<file path="src/rtl/image_conv3x3_zero_pad_macros.svh">
// Assertion macros shared by the 3x3 convolution RTL.
`ifndef IMAGE_CONV3X3_ZERO_PAD_MACROS_SVH
`define IMAGE_CONV3X3_ZERO_PAD_MACROS_SVH
`ifndef SYNTHESIS
// Same-cycle implication, disabled while reset is high.
`define ICZ_ASSERT_IMP(label, clk, rst, ante, cons) \
   label: assert property (@(posedge clk) disable iff (rst) (ante) |-> (cons)) \
      else $error("icz: assertion failed");
// Next-cycle implication, disabled while reset is high.
`define ICZ_ASSERT_NEXT(label, clk, rst, ante, cons) \
   label: assert property (@(posedge clk) disable iff (rst) (ante) |=> (cons)) \
      else $error("icz: assertion failed");
`else
`define ICZ_ASSERT_IMP(label, clk, rst, ante, cons)
`define ICZ_ASSERT_NEXT(label, clk, rst, ante, cons)
`endif
`endif

</file>
<file path="src/rtl/icz_pkg.sv">
// Shared constants, types and helpers for the 3x3 zero-padded convolution.
package icz_pkg;

   // Frame size limits.
   localparam int MAX_WIDTH  = 1024;
   localparam int MAX_HEIGHT = 1024;
   localparam int MAX_DIM    = (MAX_WIDTH > MAX_HEIGHT) ? MAX_WIDTH : MAX_HEIGHT;

   // Dimension values and the input row counter, which runs up to height + 1.
   localparam int DIM_W = $clog2(MAX_DIM + 2);
   // Column index into the line buffers, and the output row index.
   localparam int COL_W = (MAX_WIDTH > 1) ? $clog2(MAX_WIDTH) : 1;
   localparam int ROW_W = (MAX_HEIGHT > 1) ? $clog2(MAX_HEIGHT) : 1;

   // Field widths.
   localparam int PIX_W     = 8;
   localparam int SUM_W     = 13;
   localparam int MODE_W    = 2;
   localparam int CSR_W     = 11;
   localparam int CSR_IDX_W = 2;
   localparam int WIN_N     = 9;

   // Queue between the front and back halves.
   localparam int QDEPTH = 4;
   localparam int QPTR_W = $clog2(QDEPTH);
   localparam int QLVL_W = $clog2(QDEPTH + 1);

   // Divide by nine as multiply by a reciprocal; exact for sums up to 9 * 255.
   localparam int TOT_W       = 12;
   localparam int DIV9_RECIP  = 7282;
   localparam int RECIP_W     = 13;
   localparam int DIV9_SHIFT  = 16;
   localparam int PROD_W      = TOT_W + RECIP_W;

   localparam logic [PIX_W-1:0] PIX_MAX = 8'hFF;

   // Request opcodes.
   localparam logic OP_DRAIN = 1'b1;

   // Kernel modes; any other code selects the box average.
   localparam logic [MODE_W-1:0] MODE_SHARPEN = 2'd1;
   localparam logic [MODE_W-1:0] MODE_LAPLACE = 2'd2;

   // Register indexes.
   localparam logic [CSR_IDX_W-1:0] CSR_KERNEL_MODE  = 2'd0;
   localparam logic [CSR_IDX_W-1:0] CSR_IMAGE_WIDTH  = 2'd1;
   localparam logic [CSR_IDX_W-1:0] CSR_IMAGE_HEIGHT = 2'd2;

   // Reset values of the registers.
   localparam logic [MODE_W-1:0] MODE_RESET = 2'd0;
   localparam logic [CSR_W-1:0]  DIM_RESET  = 11'd256;

   typedef logic [WIN_N-1:0][PIX_W-1:0] window_type;

   // Settings seen by the front and back halves.
   typedef struct packed {
      logic [MODE_W-1:0] mode;
      logic [DIM_W-1:0]  width;
      logic [DIM_W-1:0]  height;
      logic              restart;
   } cfg_type;

   // Zero acts as one, and values above the bound saturate to it.
   function automatic logic [DIM_W-1:0] eff_dim(input logic [CSR_W-1:0] v, input int bound);
      logic [DIM_W-1:0] r;
      if (v == '0) begin
         r = DIM_W'(1);
      end else if (int'(v) > bound) begin
         r = DIM_W'(bound);
      end else begin
         r = DIM_W'(v);
      end
      return r;
   endfunction

endpackage

</file>
<file path="src/rtl/icz_back.sv">
// Back half: masks the window by position, applies the kernel and holds the result.
`include "image_conv3x3_zero_pad_macros.svh"
module icz_back (
   input  logic                              clock,
   input  logic                              reset,
   input  icz_pkg::cfg_type                  cfg,
   input  logic                              q_empty,
   input  icz_pkg::window_type               q_head_win,
   output logic                              q_pop,
   output logic                              rsp_valid,
   input  logic                              rsp_stall,
   output logic [icz_pkg::PIX_W-1:0]         rsp_pixel_out,
   output logic signed [icz_pkg::SUM_W-1:0]  rsp_raw_sum,
   output logic                              rsp_frame_last
);
   import icz_pkg::*;

   logic [ROW_W-1:0] out_row_ff, out_row_in;
   logic [COL_W-1:0] out_col_ff, out_col_in;

   logic                    b1_valid_ff;
   logic                    b1_box_ff;
   logic                    b1_last_ff;
   logic signed [SUM_W-1:0] b1_val_ff;

   logic                    rsp_valid_ff;
   logic [PIX_W-1:0]        rsp_pixel_out_ff;
   logic signed [SUM_W-1:0] rsp_raw_sum_ff;
   logic                    rsp_frame_last_ff;

   logic out_free;
   logic b1_free;
   logic up_ok, dn_ok, lf_ok, rt_ok;
   logic at_last;
   logic col_wrap;

   logic signed [SUM_W-1:0] ce_s, up_s, dn_s, lf_s, rt_s;
   logic signed [SUM_W-1:0] ul_s, ur_s, dl_s, dr_s;
   logic signed [SUM_W-1:0] val;
   logic                    is_box;

   logic [PROD_W-1:0]            prod;
   logic [PROD_W-DIV9_SHIFT-1:0] quot;
   logic signed [SUM_W-1:0]      res;
   logic [PIX_W-1:0]             clip;

   // Elastic handshake through stage one and the output register.
   assign out_free = !rsp_valid_ff || !rsp_stall;
   assign b1_free  = !b1_valid_ff || out_free;
   assign q_pop    = !q_empty && b1_free;

   // Which neighbors lie inside the frame.
   assign up_ok    = out_row_ff != '0;
   assign dn_ok    = (DIM_W'(out_row_ff) + DIM_W'(1)) < cfg.height;
   assign lf_ok    = out_col_ff != '0;
   assign rt_ok    = (DIM_W'(out_col_ff) + DIM_W'(1)) < cfg.width;
   assign col_wrap = !rt_ok;
   assign at_last  = (DIM_W'(out_row_ff) == cfg.height - DIM_W'(1)) && col_wrap;

   // Output position counters.
   always_comb begin
      out_row_in = out_row_ff;
      out_col_in = out_col_ff;
      if (cfg.restart) begin
         out_row_in = '0;
         out_col_in = '0;
      end else if (q_pop) begin
         if (at_last) begin
            out_row_in = '0;
            out_col_in = '0;
         end else if (col_wrap) begin
            out_row_in = out_row_ff + ROW_W'(1);
            out_col_in = '0;
         end else begin
            out_col_in = out_col_ff + COL_W'(1);
         end
      end
   end

   always_ff @(posedge clock) begin
      if (reset) begin
         out_row_ff <= '0;
         out_col_ff <= '0;
      end else begin
         out_row_ff <= out_row_in;
         out_col_ff <= out_col_in;
      end
   end

   // Masked window terms; column one is the center column.
   always_comb begin
      ce_s = $signed(SUM_W'(q_head_win[4]));
      up_s = up_ok ? $signed(SUM_W'(q_head_win[3])) : '0;
      dn_s = dn_ok ? $signed(SUM_W'(q_head_win[5])) : '0;
      lf_s = lf_ok ? $signed(SUM_W'(q_head_win[1])) : '0;
      rt_s = rt_ok ? $signed(SUM_W'(q_head_win[7])) : '0;
      ul_s = (up_ok && lf_ok) ? $signed(SUM_W'(q_head_win[0])) : '0;
      ur_s = (up_ok && rt_ok) ? $signed(SUM_W'(q_head_win[6])) : '0;
      dl_s = (dn_ok && lf_ok) ? $signed(SUM_W'(q_head_win[2])) : '0;
      dr_s = (dn_ok && rt_ok) ? $signed(SUM_W'(q_head_win[8])) : '0;
   end

   // Kernel sum; the box average keeps the plain total for the divide stage.
   always_comb begin
      case (cfg.mode)
         MODE_SHARPEN: begin
            val    = (ce_s <<< 3) + ce_s - ((up_s <<< 1) + up_s) - lf_s
                     - ((rt_s <<< 1) + rt_s) - dn_s;
            is_box = 1'b0;
         end
         MODE_LAPLACE: begin
            val    = (ce_s <<< 2) - up_s - dn_s - lf_s - rt_s;
            is_box = 1'b0;
         end
         default: begin
            val    = ce_s + up_s + dn_s + lf_s + rt_s + ul_s + ur_s + dl_s + dr_s;
            is_box = 1'b1;
         end
      endcase
   end

   always_ff @(posedge clock) begin
      if (reset) begin
         b1_valid_ff <= 1'b0;
      end else if (b1_free) begin
         b1_valid_ff <= q_pop;
      end
   end

   always_ff @(posedge clock) begin
      if (q_pop) begin
         b1_val_ff  <= val;
         b1_box_ff  <= is_box;
         b1_last_ff <= at_last;
      end
   end

   // Floor of the total over nine for the box average, then clip to a byte.
   always_comb begin
      prod = PROD_W'(b1_val_ff[TOT_W-1:0]) * PROD_W'(DIV9_RECIP);
      quot = prod[PROD_W-1:DIV9_SHIFT];
      res  = b1_box_ff ? $signed(SUM_W'(quot)) : b1_val_ff;
      if (res < 0) begin
         clip = '0;
      end else if (res > $signed(SUM_W'(PIX_MAX))) begin
         clip = PIX_MAX;
      end else begin
         clip = res[PIX_W-1:0];
      end
   end

   // Output register.
   always_ff @(posedge clock) begin
      if (reset) begin
         rsp_valid_ff <= 1'b0;
      end else if (out_free) begin
         rsp_valid_ff <= b1_valid_ff;
      end
   end

   always_ff @(posedge clock) begin
      if (b1_valid_ff && out_free) begin
         rsp_pixel_out_ff  <= clip;
         rsp_raw_sum_ff    <= res;
         rsp_frame_last_ff <= b1_last_ff;
      end
   end

   assign rsp_valid      = rsp_valid_ff;
   assign rsp_pixel_out  = rsp_pixel_out_ff;
   assign rsp_raw_sum    = rsp_raw_sum_ff;
   assign rsp_frame_last = rsp_frame_last_ff;

   `ICZ_ASSERT_IMP(a_row_in_frame, clock, reset, !cfg.restart, DIM_W'(out_row_ff) < cfg.height)
   `ICZ_ASSERT_IMP(a_clip_matches_sum, clock, reset, rsp_valid_ff && rsp_raw_sum_ff >= 0 && rsp_raw_sum_ff <= 255, rsp_pixel_out_ff == rsp_raw_sum_ff[PIX_W-1:0])

endmodule

</file>
<file path="config.mk">
export PLATFORM = sky130hd
export DESIGN_NAME = icz_back
export DESIGN_NICKNAME = d
export VERILOG_FILES = /design/src/rtl/icz_pkg.sv /design/src/rtl/icz_back.sv
export VERILOG_INCLUDE_DIRS = /design/src /design/src/rtl
export SDC_FILE = /design/constraint.sdc
export NUM_CORES = 1
export LEC_CHECK = 0
export BUFFER_PORTS_ARGS = -buffer_cell sky130_fd_sc_hd__buf_2
export CORE_MARGIN = 5
export CORE_UTILIZATION = 67
export CTS_BUF_LIST = sky130_fd_sc_hd__clkbuf_4
export CTS_CLUSTER_SIZE = 10
export DETAILED_ROUTE_END_ITERATION = 8
export PLACE_DENSITY = 0.95
export SETUP_SLACK_MARGIN = 0.02
export SLEW_MARGIN = 30
export SYNTH_ARGS = -nofsm -noshare
export SYNTH_HDL_FRONTEND = slang
export SYNTH_SLANG_ARGS = --single-unit
</file>
<file path="constraint.sdc">
create_clock -name clock -period 17.09 [get_ports clock]
set_clock_uncertainty 0.15 [all_clocks]
set_input_delay 0.8545 -clock clock [delete_from_list [all_inputs] [get_ports clock]]
set_output_delay 0.8545 -clock clock [all_outputs]
set_load 0.1 [all_outputs]
</file>
==> results.json <==
{
  "clock_tree.htree_level_count": 3,
  "fin_max_slew_vios": 0,
  "drv.max_cap_violation_count": 0,
  "worst_r2r_dst": "b1_val_ff[9]",
  "tritoncts_num_sinks": 59,
  "numCtsBuffers": 9,
  "place_hpwl_um": 23960,
  "final_total_negative_setup_slack_ps": 0,
  "drt_drc_violations_left": 0,
  "cts.path.max_buffers": 2,
  "flow.area_growth_from_synthesis_pct": 8.442,
  "worst_hold_path_type": "reg -> reg",
  "setup_repair_after_global_routing_missed_its_margin": "no",
  "cts_root_buffer": "clkbuf_4",
  "synth_enable_flop_cells": 37,
  "postRouteAntennaNets": 0,
  "detail_route.first_pass.iterations": 5,
  "cpMaxStageDelayCell": "a31o_2",
  "finalSetupViolations": 0,
  "synthFlopType": "edfxtp_1",
  "hold-path-endpoint": "rsp_frame_last",
  "die-height_um": 138.0,
  "grt_start_max_net_pins": 33,
  "hold_depth": 0,
  "syn_area_per_cell_um2": 9.091,
  "critPathKind": "reg -> reg",
  "wire_per_inst_um": 18.49,
  "grt_remaining_overflow": 0,
  "ff2ff_path_depth": 32,
  "design.die.area_um2": 19050,
  "synth_top_cells_by_count": "inv_1, ha_1, fa_1",
  "worst_setup_hold_path_clk_slew_ps": 110,
  "gp_routability_congestion": 0.9842,
  "yosysSeqAreaShare_pct": 14.13,
  "cts.repair_timing.setup_buffer_count": 0,
  "ratio_of_cells_with_drive_above_1_in_the_final_layout_pct": 12.95,
  "yosys.area.top_type_share_pct": 24.79,
  "route.detailed.vias_per_inst": 6.179,
  "postCtsResizedCells": 0,
  "core_area_um2": 16000,
  "status": "completed",
  "hold_viol": 0,
  "grt_first_pass_wirelength_um": 46310,
  "holdBufCountCts": 0,
  "synth_cell_type_count": 69,
  "global_route.usage.total_pct": 29.17,
  "wl_um": 28400,
  "cts_tree": "done",
  "die-width_um": 138.0,
  "synth.net_count": 1602,
  "synth_warnings": 0,
  "clock_latency_ps": 440,
  "dr_total_vias": 9491,
  "synth_async_sr_flop_share_pct": 0,
  "critPathArrivalTime_ps": 8650,
  "min_from": "b1_last_ff",
  "yosys.cell_count.top_type": "inv_1",
  "fin_crit_ps": 8635,
  "ys_top_cells_by_area": "fa_1, ha_1, edfxtp_1",
  "antenna_violations_before_repair": 0,
  "synth-seq-cells": 59,
  "r2r_slack_ps": 8460,
  "std_cell_rows": 46,
  "critPathMaxFanout": 23,
  "floorplan.io_pins": 125,
  "final_net_count": 1709,
  "timing.critical_path.slowest_cell_delay_ps": 570,
  "worst_r2r_startpoint": "out_col_ff[0]",
  "port_buffers": 124,
  "yosysTopAreaCell": "fa_1",
  "max_slew.worst_pin.slew_ps": 999.8,
  "worst_slew_margin_rel_pct": 33.18,
  "cp-end-kind": "flip-flop",
  "first_global_vias": 9757,
  "synth_cells": 1208,
  "antenna_cells_inserted": 0,
  "achievable-frequency_ghz": 0.1158,
  "syn_area_um2": 10980,
  "start_util_pct": 68.63,
  "worstPathRequired_ps": 17100,
  "detail_route.iter0.violations": 847,
  "start_kind": "flip-flop",
  "period_utilization_pct": 50.53
}
[how the worst max path moves through the flow]
stage | start | cells after the start | to
final | out_col_ff[0] | 32 | b1_val_ff[9]
after global placement | out_col_ff[0] | 32 | b1_val_ff[10]
after floorplan | out_col_ff[0] | 33 | b1_val_ff[10]
after CTS | out_col_ff[0] | 32 | b1_val_ff[9]
after detailed placement | out_col_ff[0] | 32 | b1_val_ff[9]
after global routing | out_col_ff[0] | 32 | b1_val_ff[10]
[layout by cell type, fill, tap and decap left out, types with 5 or more instances in the layout]
cell,n
o21a_1,6
a21o_1,17
nor3_1,14
nand2_1,83
clkbuf_4,10
o211ai_1,5
and2_1,7
nand3_1,20
xnor2_1,37
or3_1,8
nor2b_1,5
a211oi_1,9
a211o_1,5
fa_1,136
and3b_1,8
and3_1,15
or3b_1,5
edfxtp_1,37
nor2_1,61
dfxtp_1,22
o2111ai_1,5
a31o_2,6
buf_2,124
nand4_1,8
xor2_1,34
nand3b_1,16
mux2_2,8
nand2b_1,12
a21oi_1,70
ha_1,156
o21ai_0,39
inv_1,227
a221oi_1,10
nand4b_1,15
[metal layers]
layer  part of all wire [%]  track usage [%]  wire length [um]
met3                    8.0            4.448              2271
met1                     40            36.80             11220
met5                      0                0                 0
met2                     47            49.13             13480
met4                    5.0            14.40              1429
[registers in the layout, summed over array words and instances, names as in the netlist]
name and cells:
rsp_raw_sum 13, b1_last_ff 1, out_col_ff 10, out_row_ff 10
b1_box_ff 1, rsp_valid 1, rsp_frame_last 1, b1_valid_ff 1
rsp_pixel_out 8, b1_val_ff 13
[logic make-up (layout without fill, tap and decap cells)]
family | count (synthesis) | after routing | synth area share, %
and+or+nand+nor | 300 | 300 | 14.53
adders and majority gates | 293 | 293 | 42.68
buffers and inverters | 259 | 371 | 8.932
AOI/OAI and AO/OA | 216 | 216 | 13.01
xor gates and xnor gates | 72 | 72 | 5.811
DFF | 59 | 59 | 14.13
muxes | 9 | 9 | 0.9115
[area by class of cell]
class / count / area (um^2)
multi-input cells: 890 / 8471
fillers: 1075 / 4091
flip-flops and latches: 59 / 1551
inverters: 228 / 855.8
repair buffers: 127 / 643.1
well taps: 216 / 270.3
clock buffers: 10 / 75.07
clock inverters: 6 / 42.54
[per-stage QoR]
stage / hold slack, ps / worst slack, ps / std cells / area, um^2 / utilization [%]
3_5_place_dp: 289.9 / 8626 / 1520 / 11790 / 73.68
4_1_cts: 293.9 / 8597 / 1536 / 11910 / 74.41
5_1_grt: 300.4 / 8027 / 1536 / 11910 / 74.43
3_3_place_gp: 276.2 / 9001 / 1520 / 11780 / 73.62
2_1_floorplan: 250.3 / 9522 / 1208 / 10980 / -
6_report: 292.7 / 8455 / 1536 / 11910 / 74.43
[worst max-delay path, delay by kind of cell (launching register included)]
kind                       cells  cell delay, ps
AOI/OAI and AO/OA             11            2460
xor gates and xnor gates       2             270
adders and majority gates      8            3080
buffers and inverters          4             200
DFF                            1             430
and+or+nand+nor                7            1770
Power is left out: the tool's default activity adds up to more than one toggle a clock period on the data nets, which glitch-free logic cannot reach.
