File: src/rtl/image_conv3x3_zero_pad_macros.svh
// Assertion macros shared by the 3x3 convolution RTL.
`ifndef IMAGE_CONV3X3_ZERO_PAD_MACROS_SVH
`define IMAGE_CONV3X3_ZERO_PAD_MACROS_SVH
`ifndef SYNTHESIS
// Same-cycle implication, disabled while reset is high.
`define ICZ_ASSERT_IMP(label, clk, rst, ante, cons) \
   label: assert property (@(posedge clk) disable iff (rst) (ante) |-> (cons)) \
      else $error("icz: assertion failed");
// Next-cycle implication, disabled while reset is high.
`define ICZ_ASSERT_NEXT(label, clk, rst, ante, cons) \
   label: assert property (@(posedge clk) disable iff (rst) (ante) |=> (cons)) \
      else $error("icz: assertion failed");
`else
`define ICZ_ASSERT_IMP(label, clk, rst, ante, cons)
`define ICZ_ASSERT_NEXT(label, clk, rst, ante, cons)
`endif
`endif

File: src/rtl/icz_pkg.sv
// Shared constants, types and helpers for the 3x3 zero-padded convolution.
package icz_pkg;

   // Frame size limits.
   localparam int MAX_WIDTH  = 1024;
   localparam int MAX_HEIGHT = 1024;
   localparam int MAX_DIM    = (MAX_WIDTH > MAX_HEIGHT) ? MAX_WIDTH : MAX_HEIGHT;

   // Dimension values and the input row counter, which runs up to height + 1.
   localparam int DIM_W = $clog2(MAX_DIM + 2);
   // Column index into the line buffers, and the output row index.
   localparam int COL_W = (MAX_WIDTH > 1) ? $clog2(MAX_WIDTH) : 1;
   localparam int ROW_W = (MAX_HEIGHT > 1) ? $clog2(MAX_HEIGHT) : 1;

   // Field widths.
   localparam int PIX_W     = 8;
   localparam int SUM_W     = 13;
   localparam int MODE_W    = 2;
   localparam int CSR_W     = 11;
   localparam int CSR_IDX_W = 2;
   localparam int WIN_N     = 9;

   // Queue between the front and back halves.
   localparam int QDEPTH = 4;
   localparam int QPTR_W = $clog2(QDEPTH);
   localparam int QLVL_W = $clog2(QDEPTH + 1);

   // Divide by nine as multiply by a reciprocal; exact for sums up to 9 * 255.
   localparam int TOT_W       = 12;
   localparam int DIV9_RECIP  = 7282;
   localparam int RECIP_W     = 13;
   localparam int DIV9_SHIFT  = 16;
   localparam int PROD_W      = TOT_W + RECIP_W;

   localparam logic [PIX_W-1:0] PIX_MAX = 8'hFF;

   // Request opcodes.
   localparam logic OP_DRAIN = 1'b1;

   // Kernel modes; any other code selects the box average.
   localparam logic [MODE_W-1:0] MODE_SHARPEN = 2'd1;
   localparam logic [MODE_W-1:0] MODE_LAPLACE = 2'd2;

   // Register indexes.
   localparam logic [CSR_IDX_W-1:0] CSR_KERNEL_MODE  = 2'd0;
   localparam logic [CSR_IDX_W-1:0] CSR_IMAGE_WIDTH  = 2'd1;
   localparam logic [CSR_IDX_W-1:0] CSR_IMAGE_HEIGHT = 2'd2;

   // Reset values of the registers.
   localparam logic [MODE_W-1:0] MODE_RESET = 2'd0;
   localparam logic [CSR_W-1:0]  DIM_RESET  = 11'd256;

   typedef logic [WIN_N-1:0][PIX_W-1:0] window_type;

   // Settings seen by the front and back halves.
   typedef struct packed {
      logic [MODE_W-1:0] mode;
      logic [DIM_W-1:0]  width;
      logic [DIM_W-1:0]  height;
      logic              restart;
   } cfg_type;

   // Zero acts as one, and values above the bound saturate to it.
   function automatic logic [DIM_W-1:0] eff_dim(input logic [CSR_W-1:0] v, input int bound);
      logic [DIM_W-1:0] r;
      if (v == '0) begin
         r = DIM_W'(1);
      end else if (int'(v) > bound) begin
         r = DIM_W'(bound);
      end else begin
         r = DIM_W'(v);
      end
      return r;
   endfunction

endpackage

File: src/rtl/icz_queue.sv
// Short queue of windows between the front and back halves.
`include "image_conv3x3_zero_pad_macros.svh"
module icz_queue (
   input  logic                       clock,
   input  logic                       reset,
   input  logic                       push,
   input  icz_pkg::window_type        push_win,
   input  logic                       pop,
   output icz_pkg::window_type        head_win,
   output logic                       empty,
   output logic [icz_pkg::QLVL_W-1:0] level
);
   import icz_pkg::*;

   window_type        entries_ff [QDEPTH];
   logic [QPTR_W-1:0] wr_ptr_ff, wr_ptr_in;
   logic [QPTR_W-1:0] rd_ptr_ff, rd_ptr_in;
   logic [QLVL_W-1:0] level_ff, level_in;

   // Pointer and fill level update.
   always_comb begin
      wr_ptr_in = push ? wr_ptr_ff + QPTR_W'(1) : wr_ptr_ff;
      rd_ptr_in = pop  ? rd_ptr_ff + QPTR_W'(1) : rd_ptr_ff;
      level_in  = level_ff + QLVL_W'(push) - QLVL_W'(pop);
   end

   always_ff @(posedge clock) begin
      if (reset) begin
         wr_ptr_ff <= '0;
         rd_ptr_ff <= '0;
         level_ff  <= '0;
      end else begin
         wr_ptr_ff <= wr_ptr_in;
         rd_ptr_ff <= rd_ptr_in;
         level_ff  <= level_in;
      end
   end

   // Entry storage.
   always_ff @(posedge clock) begin
      if (push) begin
         entries_ff[wr_ptr_ff] <= push_win;
      end
   end

   assign head_win = entries_ff[rd_ptr_ff];
   assign empty    = (level_ff == '0);
   assign level    = level_ff;

   `ICZ_ASSERT_IMP(a_no_push_when_full, clock, reset, push, level_ff != QLVL_W'(QDEPTH))
   `ICZ_ASSERT_IMP(a_no_pop_when_empty, clock, reset, pop, level_ff != '0)

endmodule

File: config.mk
export PLATFORM = sky130hd
export DESIGN_NAME = icz_queue
export DESIGN_NICKNAME = d
export VERILOG_FILES = /design/src/rtl/icz_pkg.sv /design/src/rtl/icz_queue.sv
export VERILOG_INCLUDE_DIRS = /design/src /design/src/rtl
export SDC_FILE = /design/constraint.sdc
export NUM_CORES = 1
export LEC_CHECK = 0
export BUFFER_PORTS_ARGS = -buffer_cell sky130_fd_sc_hd__clkbuf_2
export CORE_MARGIN = 2
export CORE_UTILIZATION = 57
export CTS_BUF_LIST = sky130_fd_sc_hd__clkbuf_16
export CTS_CLUSTER_DIAMETER = 100
export DETAILED_ROUTE_END_ITERATION = 7
export PLACE_DENSITY = 0.79
export SLEW_MARGIN = 20
export SYNTH_ARGS = -nofsm -noshare
export SYNTH_HDL_FRONTEND = slang
export SYNTH_SLANG_ARGS = --single-unit
File: constraint.sdc
create_clock -name clock -period 3.1 [get_ports clock]
set_input_delay 0.155 -clock clock [delete_from_list [all_inputs] [get_ports clock]]
set_output_delay 0.155 -clock clock [all_outputs]
set_load 0.02 [all_outputs]
==> metrics.csv, run 1 <==
stage,metric,value,unit
worst_setup_path,worst path arrival time,2310,ps
logic_synthesis,Compound-Gate Fraction of Synth Area,0.138,%
global_routing,Overflow after GRT,0,
sta,RSZ-0062 raised after global routing,false,
cts,clk buf depth,3,
global_routing,vias in the first global route,5500,
cts,clock-pin slew on the worst setup and hold paths,60,ps
worst_setup_path,CP required,2940,ps
layout,Final #Nets,749,
logic_synthesis,yosys warns,0,
sta,"Slew Viols, Final",0,
global_routing,first-pass GRT wire length,30200,um
sta,crit path time final,2470,ps
die,Ports,152,
global_routing,initial antenna violation count,1,
status,status,"complete, no violations",
run,Max Cap Viol,0,
die,Starting Density,58.3,%
logic_synthesis,Post-Synth Simple-Gate Area,0.631,%
cts,Num CTS Buffers,29,
cts,clock root buffer,clkbuf_16,
die,Die Footprint,20200,um2
logic_synthesis,"top cells by area, synth","edfxtp_1 79%, mux4_2 14%, dfxtp_1 1.7%, buf_12 1.3%, ha_1 0.69%",
worst_setup_path,CP Class,flip-flop to output pin,
sta,Achievable Freq,405,MHz
die,FP Rows,50,
worst_setup_path,Crit path largest cell delay,670,ps
detailed_routing,DR DRC count,0,
worst_setup_path,crit start category,flip-flop,
worst_setup_path,CP max stage cell,dfxtp_4,
die,Die Width,142,um
logic_synthesis,Syn Inst Count,417,
detailed_routing,drt pass-1 iters,4,
sta,Worst-Margin Slew,542,ps
cts,Clock H-tree levels,1,
power,pwr dens,666,nW/um2
cts,postcts setup bufs,0,
layout,fin area,13600,um2
logic_synthesis,Post-Synth XOR/XNOR Area,0.379,%
sta,period utilization,79.6,%
worst_setup_path,Worst setup EP type,output pin,
placed_design,dpl hpwl,11300,um
sta,TNS Setup,0,ps
sta,Slew HR,63.8,%
sta,"Hold Vio Cnt, Final",0,
global_routing,pin count of the biggest net entering global routing,45,
placed_design,DP Area,11900,um2
layout,synthesis-to-layout area growth,24.6,%
power,Max rail drop VDD,0.478,mV
worst_setup_path,CP Max Fanout,25,
detailed_routing,Post-Route WL,19300,um
logic_synthesis,synth unique cells,21,
power,leak pwr,4.73,nW
detailed_routing,vias per cell,5.58,
logic_synthesis,"FF+latch count, synth",297,
die,Core ar.,18700,um2
logic_synthesis,syn nets,500,
logic_synthesis,area share of fa/ha/maj cells after synthesis,0.872,%
layout,layout cells sized above 1,40.1,%
die,die span in y,142,um
cts,clock sink count,297,
logic_synthesis,largest family of logic cells by synthesized area,multiplexers,
placed_design,Final Wtd Congestion,0.730,
global_routing,total track usage,19.8,%
logic_synthesis,sequential area share after synthesis,81.0,%
detailed_routing,DR WL/cell,20.9,um
placed_design,IO buf count,151,
layout,final design utilization,72.6,%
cts,TritonCTS clock tree,yes,
detailed_routing,via count,5156,
logic_synthesis,mux cell area share after synthesis,15.0,%
sta,Setup Skew,6.44,ps
min_path,Hold WC Path Type,input pin to flip-flop,
power,Final Power,9.04,mW
logic_synthesis,Netlist Area Pre-Place,10900,um2
sta,final setup fails,0,
worst_setup_path,crit-path cells,buf_4 > mux4_2 > clkbuf_2,
detailed_routing,post-route ant nets,0,
logic_synthesis,synthesized area per cell,26.1,um2
logic_synthesis,largest area contributor in the netlist,edfxtp_1,
cts,latest clock arrival within the worst-skew pair,540,ps
detailed_routing,First DRT Iteration DRCs,331,
logic_synthesis,Yosys top cell area share,79.3,%
-- per-layer routing --
layer,share of wire [%],routed length [um],global-route usage [%],vias up
li1,-,-,-,2286
met1,40,7650,27.2,2645
met2,52,10000,33.7,193
met3,6.4,1230,3.36,32
met4,1.9,375,5.37,0
met5,0,0,0,-
-- Yosys cell counts (all sizes together) --
cell type    n
edfxtp     288
mux4        72
buf         15
dfxtp        9
ha           6
inv          6
nor2         5
and2         4
nor2b        2
xnor2        2
a21bo        1
a21oi        1
clkbuf       1
fa           1
mux2i        1
nand3b       1
nor3         1
xor3         1
-- final cells by class --
| class | count | area (um2) |
|---|---|---|
| Antenna cell | 1 | 2.50 |
| Clock buffer | 29 | 726 |
| Clock inverter | 25 | 186 |
| Fill cell | 1051 | 5130 |
| Inverter | 6 | 22.5 |
| Multi-Input combinational cell | 98 | 1870 |
| Sequential cell | 297 | 8840 |
| Tap cell | 234 | 293 |
| Timing Repair Buffer | 234 | 1640 |
-- state kept, by name, indices dropped and copies added (netlist names), named ones only --
register / flops
entries_ff: 288
level: 3
rd_ptr_ff: 2
wr_ptr_ff: 2
-- power breakdown --
part	total [mW]	leakage (nW)	internal, mW	switching (mW)
clock network	3.31	0.472	1.94	1.37
registers	4.70	2.72	4.61	0.0843
logic	1.03	1.54	0.467	0.565
-- placed cells by master (no fill, tap or decap), drive strengths merged --
master and instances:
xnor2 2, fa 1, a21oi 1, clkbuf 180
dfxtp 9, nor3 1, mux2i 1, bufinv 3
edfxtp 288, buf 8, nand3b 1, mux4 72
dlygate4sd3 75, nor2b 2, a21bo 1, nor2 5
xor3 1, inv 12, ha 6, diode 1
and2 4, clkinv 16
-- per-stage QoR --
stage,setup slack [ps],std cells,hold slack (ps)
after detailed placement,1130,794,375
after global placement,1140,794,367
after floorplan,435,417,227
final,632,924,32.9
after global routing,466,924,38.4
after CTS,562,923,9.92
-- worst max-delay path, delay by kind of cell (launching register included) --
family	cells	cell delay, ps
buffers and inverters	2	540
DFF	1	670
muxes	1	550
-- worst paths after layout --
| check | slack [ps] | cells past startpoint | endpoint | startpoint |
|---|---|---|---|---|
| max | 630 | 3 | head_win[46] | flip-flop |
| min | 30 | 3 | wr_ptr_ff[0] | push |
| max reg2reg | 1320 | 3 | entries_ff[1][6] | wr_ptr_ff[0] |
| min reg2reg | 580 | 2 | wr_ptr_ff[1] | wr_ptr_ff[1] |
-- logic make-up (layout without fill, tap and decap cells) --
| logic type | after synthesis | count (layout) |
|---|---|---|
| compound gates | 2 | 2 |
| xor+xnor | 3 | 3 |
| fa+ha+maj | 7 | 7 |
| buf+inv | 22 | 294 |
| flops | 297 | 297 |
| mux | 73 | 73 |
| other cells | 0 | 1 |
| simple gates | 13 | 13 |
-- timing repair --
item | CTS | global route
hold endpoints to repair | 297 | 0
resized for setup | 0 | 0
hold buffers | 75 | 0
No activity file was read; power rests on OpenSTA's default activity.
==> inputs of run 2 (changes only) <==
ABC_AREA = 1   (was unset)
CORE_UTILIZATION = 58   (was 57)
PLACE_DENSITY = 0.8   (was 0.79)
clock period = 2.3 ns   (was 3.1 ns; I/O delays follow)
==> run 2 against run 1 <==
Clock-buffer cell count stayed put. Die area is 9.4% higher. Total power is 33% higher. Setup slack worse by 450 ps. Via count is 41% higher. Sequential share of layout area is 5.3 points lower. Non-clock buffer count is 13 higher. Sequential power is 34% higher. Largest cell class unchanged. Sequential cell count stayed put. Area after synthesis is 12% higher. Final area is 8.9% higher. Utilization is 0.22 points lower.
==> metrics.csv, run 2 <==
stage,metric,value,unit,change
layout,layout cells sized above 1,25.4,%,-15 points
sta,PnR worst setup slack,180,ps,-451 ps
power,pwr dens,812,nW/um2,+22%
layout,max reg flops,288,,unchanged
die,Core ar.,20400,um2,+9.2%
logic_synthesis,syn nets,978,,+96%
worst_setup_path,cell repeated most along the worst path,nand2_1,,
logic_synthesis,"Top FF cell, synth",edfxtp_1,,
status,status,"complete, no violations",,
placed_design,IO buf count,151,,unchanged
worst_setup_path,crit start category,flip-flop,,
global_routing,pin count of the biggest net entering global routing,83,,+84%
logic_synthesis,Yosys top cell area share,71.1,%,-8.2 points
detailed_routing,vias per cell,5.13,,-8.0%
logic_synthesis,"FFs w/ async S/R, synth",0,%,unchanged
die,Ports,152,,unchanged
logic_synthesis,most common cell in the netlist,edfxtp_1,,
layout,final design utilization,72.4,%,-0.22 points
sta,period utilization,92.2,%,
sta,Setup Skew,12.5,ps,+6.07 ps
layout,most frequent cells in the layout,"288 x edfxtp_1, 161 x inv_1, 152 x nand2_1",,
logic_synthesis,"top cells by count, synth","288 x edfxtp_1, 160 x inv_1, 152 x nand2_1",,
sta,final setup fails,0,,unchanged
logic_synthesis,synthesized area per cell,13.6,um2,-48%
sta,Worst-Margin Slew,558,ps,+15.5 ps
sta,"Slew Viols, Final",0,,unchanged
layout,Largest Register,entries_ff,,
global_routing,Overflow after GRT,0,,unchanged
logic_synthesis,number of synthesized flops with an enable pin,288,,unchanged
logic_synthesis,largest area contributor in the netlist,edfxtp_1,,
global_routing,vias in the first global route,7287,,+32%
detailed_routing,First DRT Iteration DRCs,398,,+20%
worst_setup_path,critical path's top delay family,buffers and inverters,,
global_routing,initial antenna violation count,1,,unchanged
worst_setup_path,Crit path largest cell delay,550,ps,-120 ps
layout,"most common cell after layout, fill and taps aside",edfxtp_1,,
worst_setup_path,CP Class,flip-flop to output pin,,
layout,fin area,14800,um2,+8.9%
layout,synthesis-to-layout area growth,21.5,%,
power,leak pwr,5.81,nW,+23%
cts,latest clock arrival within the worst-skew pair,530,ps,about the same
global_routing,first-pass GRT wire length,36100,um,+20%
worst_setup_path,Worst path depth,5,,+2
worst_setup_path,Worst setup EP type,output pin,,
min_path,Hold Path Depth,3,,unchanged
logic_synthesis,"FF+latch count, synth",297,,unchanged
logic_synthesis,sequential area share after synthesis,72.6,%,-8.4 points
detailed_routing,via count,7276,,+41%
logic_synthesis,synth unique cells,19,,-9.5%
power,Max rail drop VDD,0.676,mV,+41%
cts,TritonCTS clock tree,yes,,
placed_design,Placed Instances,1289,,+62%
worst_setup_path,R2R depth,7,,+4
sta,crit path time final,2120,ps,
worst_setup_path,CP Max Fanout,32,,+28%
power,Final Power,12.0,mW,+33%
worst_setup_path,CP max stage cell,dfxtp_4,,
sta,"Hold Vio Cnt, Final",0,,unchanged
layout,Final #Nets,1208,,+61%
detailed_routing,drt pass-1 iters,5,,+1
min_path,Hold WC Path Type,input pin to flip-flop,,
logic_synthesis,Netlist Area Pre-Place,12200,um2,+12%
detailed_routing,Post-Route WL,22800,um,+18%
die,Die Width,149,um,+4.6%
worst_setup_path,crit-path cells,buf_4 > nand2_1 > o211ai_2 > nand2_1 > clkbuf_2,,
worst_setup_path,WP buf/inv,2,,unchanged
run,Max Cap Viol,0,,unchanged
die,FP Rows,52,,+4.0%
cts,clk buf depth,3,,unchanged
logic_synthesis,yosys warns,0,,unchanged
detailed_routing,DR DRC count,0,,unchanged
placed_design,worst slack at placement,693,ps,-436 ps
placed_design,dpl hpwl,13100,um,+16%
placed_design,Final Wtd Congestion,0.752,,+3.0%
worst_setup_path,reg2reg setup slack,710,ps,-610 ps
cts,Num CTS Buffers,29,,unchanged
detailed_routing,post-route ant nets,0,,unchanged
sta,TNS Setup,0,ps,unchanged
logic_synthesis,"top cells by area, synth","edfxtp_1 71%, o211ai_2 6.2%, inv_1 4.9%, nand2_1 4.7%, a21oi_1 2.8%",,
placed_design,DP Area,13200,um2,+11%
sta,Achievable Freq,472,MHz,
worst_setup_path,worst path arrival time,2000,ps,-310 ps
cts,clock root buffer,clkbuf_16,,
global_routing,total track usage,20.8,%,+1.0 points
sta,Slew HR,62.8,%,-1.0 points
cts,clock sink count,297,,unchanged
cts,postcts setup bufs,0,,unchanged
detailed_routing,DR WL/cell,16.1,um,-23%
die,Die Footprint,22100,um2,+9.4%
die,Starting Density,59.5,%,+1.3 points
worst_setup_path,CP required,2180,ps,-760 ps
cts,Clock H-tree levels,1,,unchanged
die,die span in y,149,um,+4.6%
logic_synthesis,Syn Inst Count,895,,+110%
cts,clock-pin slew on the worst setup and hold paths,60,ps,about the same
layout,Post-Layout Cell Count,1418,,+53%
sta,WHS,334,ps,+301 ps
sta,RSZ-0062 raised after global routing,false,,
[run 2: what timing repair did]
| item | in CTS | in global routing |
|---|---|---|
| hold endpoints to repair | 297 | 0 |
| hold buffers | 75 | 0 |
| resized for setup | 0 | 0 |
[run 2: cells by family (layout without fill, tap and decap cells)]
logic type	Yosys count	after routing	synth area share, %
simple gates	157	157	4.86
buf+inv	208	460	8.23
flops	297	297	72.6
fa+ha+maj	7	7	0.782
other cells	0	1	0
compound gates	226	226	13.6
[run 2: tightest hold or removal path, cell delays in order]
cell and delay [ps]:
dlygate4sd3_1 520, clkbuf_2 130, nor2_1 50
[run 2: power breakdown]
group | internal, mW | switching [mW]
sequential | 6.19 | 0.0931
clock | 2.40 | 1.87
combinational | 0.507 | 0.947
[run 2: worst paths after layout]
| kind | from | to |
|---|---|---|
| max | flip-flop | head_win[65] |
| min | reset | level[0] |
| max reg2reg | level[0] | level[2] |
| min reg2reg | rd_ptr_ff[1] | flip-flop |
[run 2: layout make-up]
| class | count | area (um2) |
|---|---|---|
| Inverter | 160 | 616 |
| Sequential cell | 297 | 8840 |
| Timing Repair Buffer | 247 | 1790 |
| Multi-Input combinational cell | 390 | 2340 |
| Clock buffer | 29 | 726 |
| Antenna cell | 1 | 2.50 |
| Fill cell | 1308 | 5650 |
| Tap cell | 270 | 338 |
| Clock inverter | 24 | 141 |
[run 2: layer usage]
layer / share of wire, % / vias up / global-route usage, %
met1: 40 / 3447 / 26.0
met4: 3.3 / 0 / 7.33
li1: - / 3568 / -
met3: 5.2 / 54 / 3.46
met5: 0 / - / 0
met2: 51 / 207 / 36.9
==> inputs of run 3 (changes only) <==
MAX_ROUTING_LAYER = met4   (was unset)
SETUP_SLACK_MARGIN = 0.1   (was unset)
==> run 3 against run 2 <==
Utilization up 0.23 points. Clock-buffer cell count unchanged. Hold slack about the same. Sequential cell count unchanged. Critical endpoint is now head_win[29]. Largest power group unchanged.
==> metrics.csv, run 3 (synthesized netlist as in run 2, its figures left out) <==
stage,metric,value,unit,change
status,status,"complete, no violations",,
layout,most frequent cells in the layout,"288 x edfxtp_1, 161 x inv_1, 152 x nand2_1",,
cts,Num CTS Buffers,29,,unchanged
die,Starting Density,59.5,%,unchanged
sta,Setup Skew,11.5,ps,-1.03 ps
worst_setup_path,worst path arrival time,2000,ps,about the same
layout,synthesis-to-layout area growth,21.9,%,
placed_design,DP Area,13200,um2,unchanged
worst_setup_path,crit-path cells,buf_16 > nand2_1 > o211ai_2 > nand2_1 > clkbuf_2,,
global_routing,pin count of the biggest net entering global routing,83,,unchanged
layout,Final #Nets,1209,,+0.083%
sta,Slew HR,67.2,%,+4.4 points
worst_setup_path,CP required,2180,ps,about the same
detailed_routing,vias per cell,5.16,,+0.63%
power,Switch Pwr,2.92,mW,+0.25%
placed_design,IO buf count,151,,unchanged
layout,fin area,14800,um2,+0.31%
sta,RSZ-0062 raised after global routing,true,,
die,Die Footprint,22100,um2,unchanged
power,Net Sw Frac,24.3,%,about the same
global_routing,total track usage,21.4,%,+0.62 points
min_path,min-delay src,reset,,
min_path,Hold WC Path Type,input pin to flip-flop,,
power,Clock power frac,35.5,%,about the same
layout,Fillers,1304,,-0.31%
cts,TritonCTS clock tree,yes,,
worst_setup_path,Crit path largest cell delay,570,ps,+20 ps
layout,Largest Register,entries_ff,,
sta,"Slew Viols, Final",0,,unchanged
power,Max rail drop VDD,0.687,mV,+1.6%
detailed_routing,First DRT Iteration DRCs,408,,+2.5%
worst_setup_path,reg-to-reg startpoint,level[0],,
sta,Achievable Freq,473,MHz,+0.21%
layout,max reg flops,288,,unchanged
die,Core ar.,20400,um2,unchanged
placed_design,dpl hpwl,13100,um,unchanged
cts,clk buf depth,3,,unchanged
detailed_routing,drt pass-1 iters,5,,unchanged
cts,clock root buffer,clkbuf_16,,
run,Max Cap Viol,0,,unchanged
layout,layout cells sized above 1,25.4,%,+0.065 points
die,die span in y,149,um,unchanged
sta,Worst-Margin Slew,492,ps,-65.7 ps
sta,period utilization,92.0,%,-0.19 points
worst_setup_path,Worst setup EP type,output pin,,
worst_setup_path,CP Max Fanout,82,,+160%
power,Gate power share,12.3,%,+0.2 points
cts,Clock H-tree levels,1,,unchanged
placed_design,Final Wtd Congestion,0.762,,+1.3%
power,leak pwr,5.83,nW,+0.33%
sta,crit path time final,2120,ps,-4.47 ps
power,Reg power frac,52.2,%,about the same
detailed_routing,DR WL/cell,16.2,um,+0.76%
layout,"most common cell after layout, fill and taps aside",edfxtp_1,,
cts,clock sink count,297,,unchanged
worst_setup_path,CP max stage cell,dfxtp_4,,
power,Final Power,12.0,mW,+0.15%
global_routing,first-pass GRT wire length,36000,um,-0.19%
sta,"Hold Vio Cnt, Final",0,,unchanged
power,internal power,9.10,mW,+0.12%
global_routing,initial antenna violation count,1,,unchanged
sta,TNS Setup,0,ps,unchanged
detailed_routing,via count,7327,,+0.70%
sta,final setup fails,0,,unchanged
global_routing,Overflow after GRT,0,,unchanged
global_routing,vias in the first global route,7301,,+0.19%
die,FP Rows,52,,unchanged
detailed_routing,Post-Route WL,23000,um,+0.83%
die,Ports,152,,unchanged
die,Die Width,149,um,unchanged
cts,latest clock arrival within the worst-skew pair,530,ps,about the same
detailed_routing,post-route ant nets,0,,unchanged
worst_setup_path,crit start category,flip-flop,,
cts,clock-pin slew on the worst setup and hold paths,60,ps,about the same
power,pwr dens,810,nW/um2,-0.16%
worst_setup_path,cell repeated most along the worst path,nand2_1,,
detailed_routing,DR DRC count,0,,unchanged
worst_setup_path,CP Class,flip-flop to output pin,,
==> run 3: cell types whose count changed in the layout (fill, tap and decap cells not counted) <==
cell	previous run	this run
buf_4	11	10
buf_12	10	8
buf_16	0	3
buf_6	0	1
==> run 3: final cells by class <==
| type | count | area (um2) | share of cell area [%] |
|---|---|---|---|
| clock inverters | 24 | 141 | 0.953 |
| repair buffers | 248 | 1840 | 12.4 |
| multi-input cells | 390 | 2340 | 15.8 |
| well taps | 270 | 338 | 2.28 |
| clock buffers | 29 | 726 | 4.89 |
| flip-flops and latches | 297 | 8840 | 59.6 |
| inverters | 160 | 616 | 4.15 |
| diodes | 1 | 2.50 | 0.0169 |
==> run 3: power by group through the flow <==
| stage | Combinational, mW | Sequential (mW) | Clock [mW] |
|---|---|---|---|
| floorplan | 0.899 | 6.38 | 0 |
| global placement | 1.32 | 6.39 | 0 |
| detailed placement | 1.35 | 6.40 | 0 |
| CTS | 1.46 | 6.28 | 4.33 |
| global route | 1.61 | 6.30 | 4.55 |
| finish | 1.47 | 6.28 | 4.27 |
==> run 3: worst paths after layout <==
check	to	slack, ps	depth (start not counted)
worst max-delay path	head_win[29]	180	5
worst min-delay path	level[0]	330	3
worst max register to register	level[2]	720	7
worst min register to register	flip-flop	450	2
==> run 3: worst max-delay path, delay by kind of cell (launching register included) <==
kind | cells | cell delay (ps)
and+or+nand+nor | 2 | 250
buffers and inverters | 2 | 500
DFF | 1 | 570
AOI/OAI and AO/OA | 1 | 110
==> run 3: what timing repair did <==
| action | CTS | global route |
|---|---|---|
| gates resized for setup | 0 | 3 |
| endpoints found under the hold margin | 297 | 0 |
| buffers inserted | 0 | 1 |
| hold buffers | 75 | 0 |
| endpoints found under the setup margin | 0 | 16 |
==> run 3: routing by layer <==
| layer | global-route usage [%] | vias to the layer above | wire, um |
|---|---|---|---|
| li1 | - | 3578 | - |
| met1 | 26.1 | 3480 | 9400 |
| met2 | 36.8 | 204 | 11700 |
| met3 | 3.21 | 65 | 1110 |
| met4 | 7.67 | 0 | 831 |
| met5 | - | - | 0 |
==> run 3: per-stage QoR <==
stage	util (%)	worst slack (ps)	instances	hold WS, ps
after floorplan	-	174	895	186
after global placement	64.4	732	1289	314
after detailed placement	64.4	693	1289	315
after CTS	72.4	170	1417	303
after global routing	72.6	85.6	1419	315
final	72.6	185	1419	334
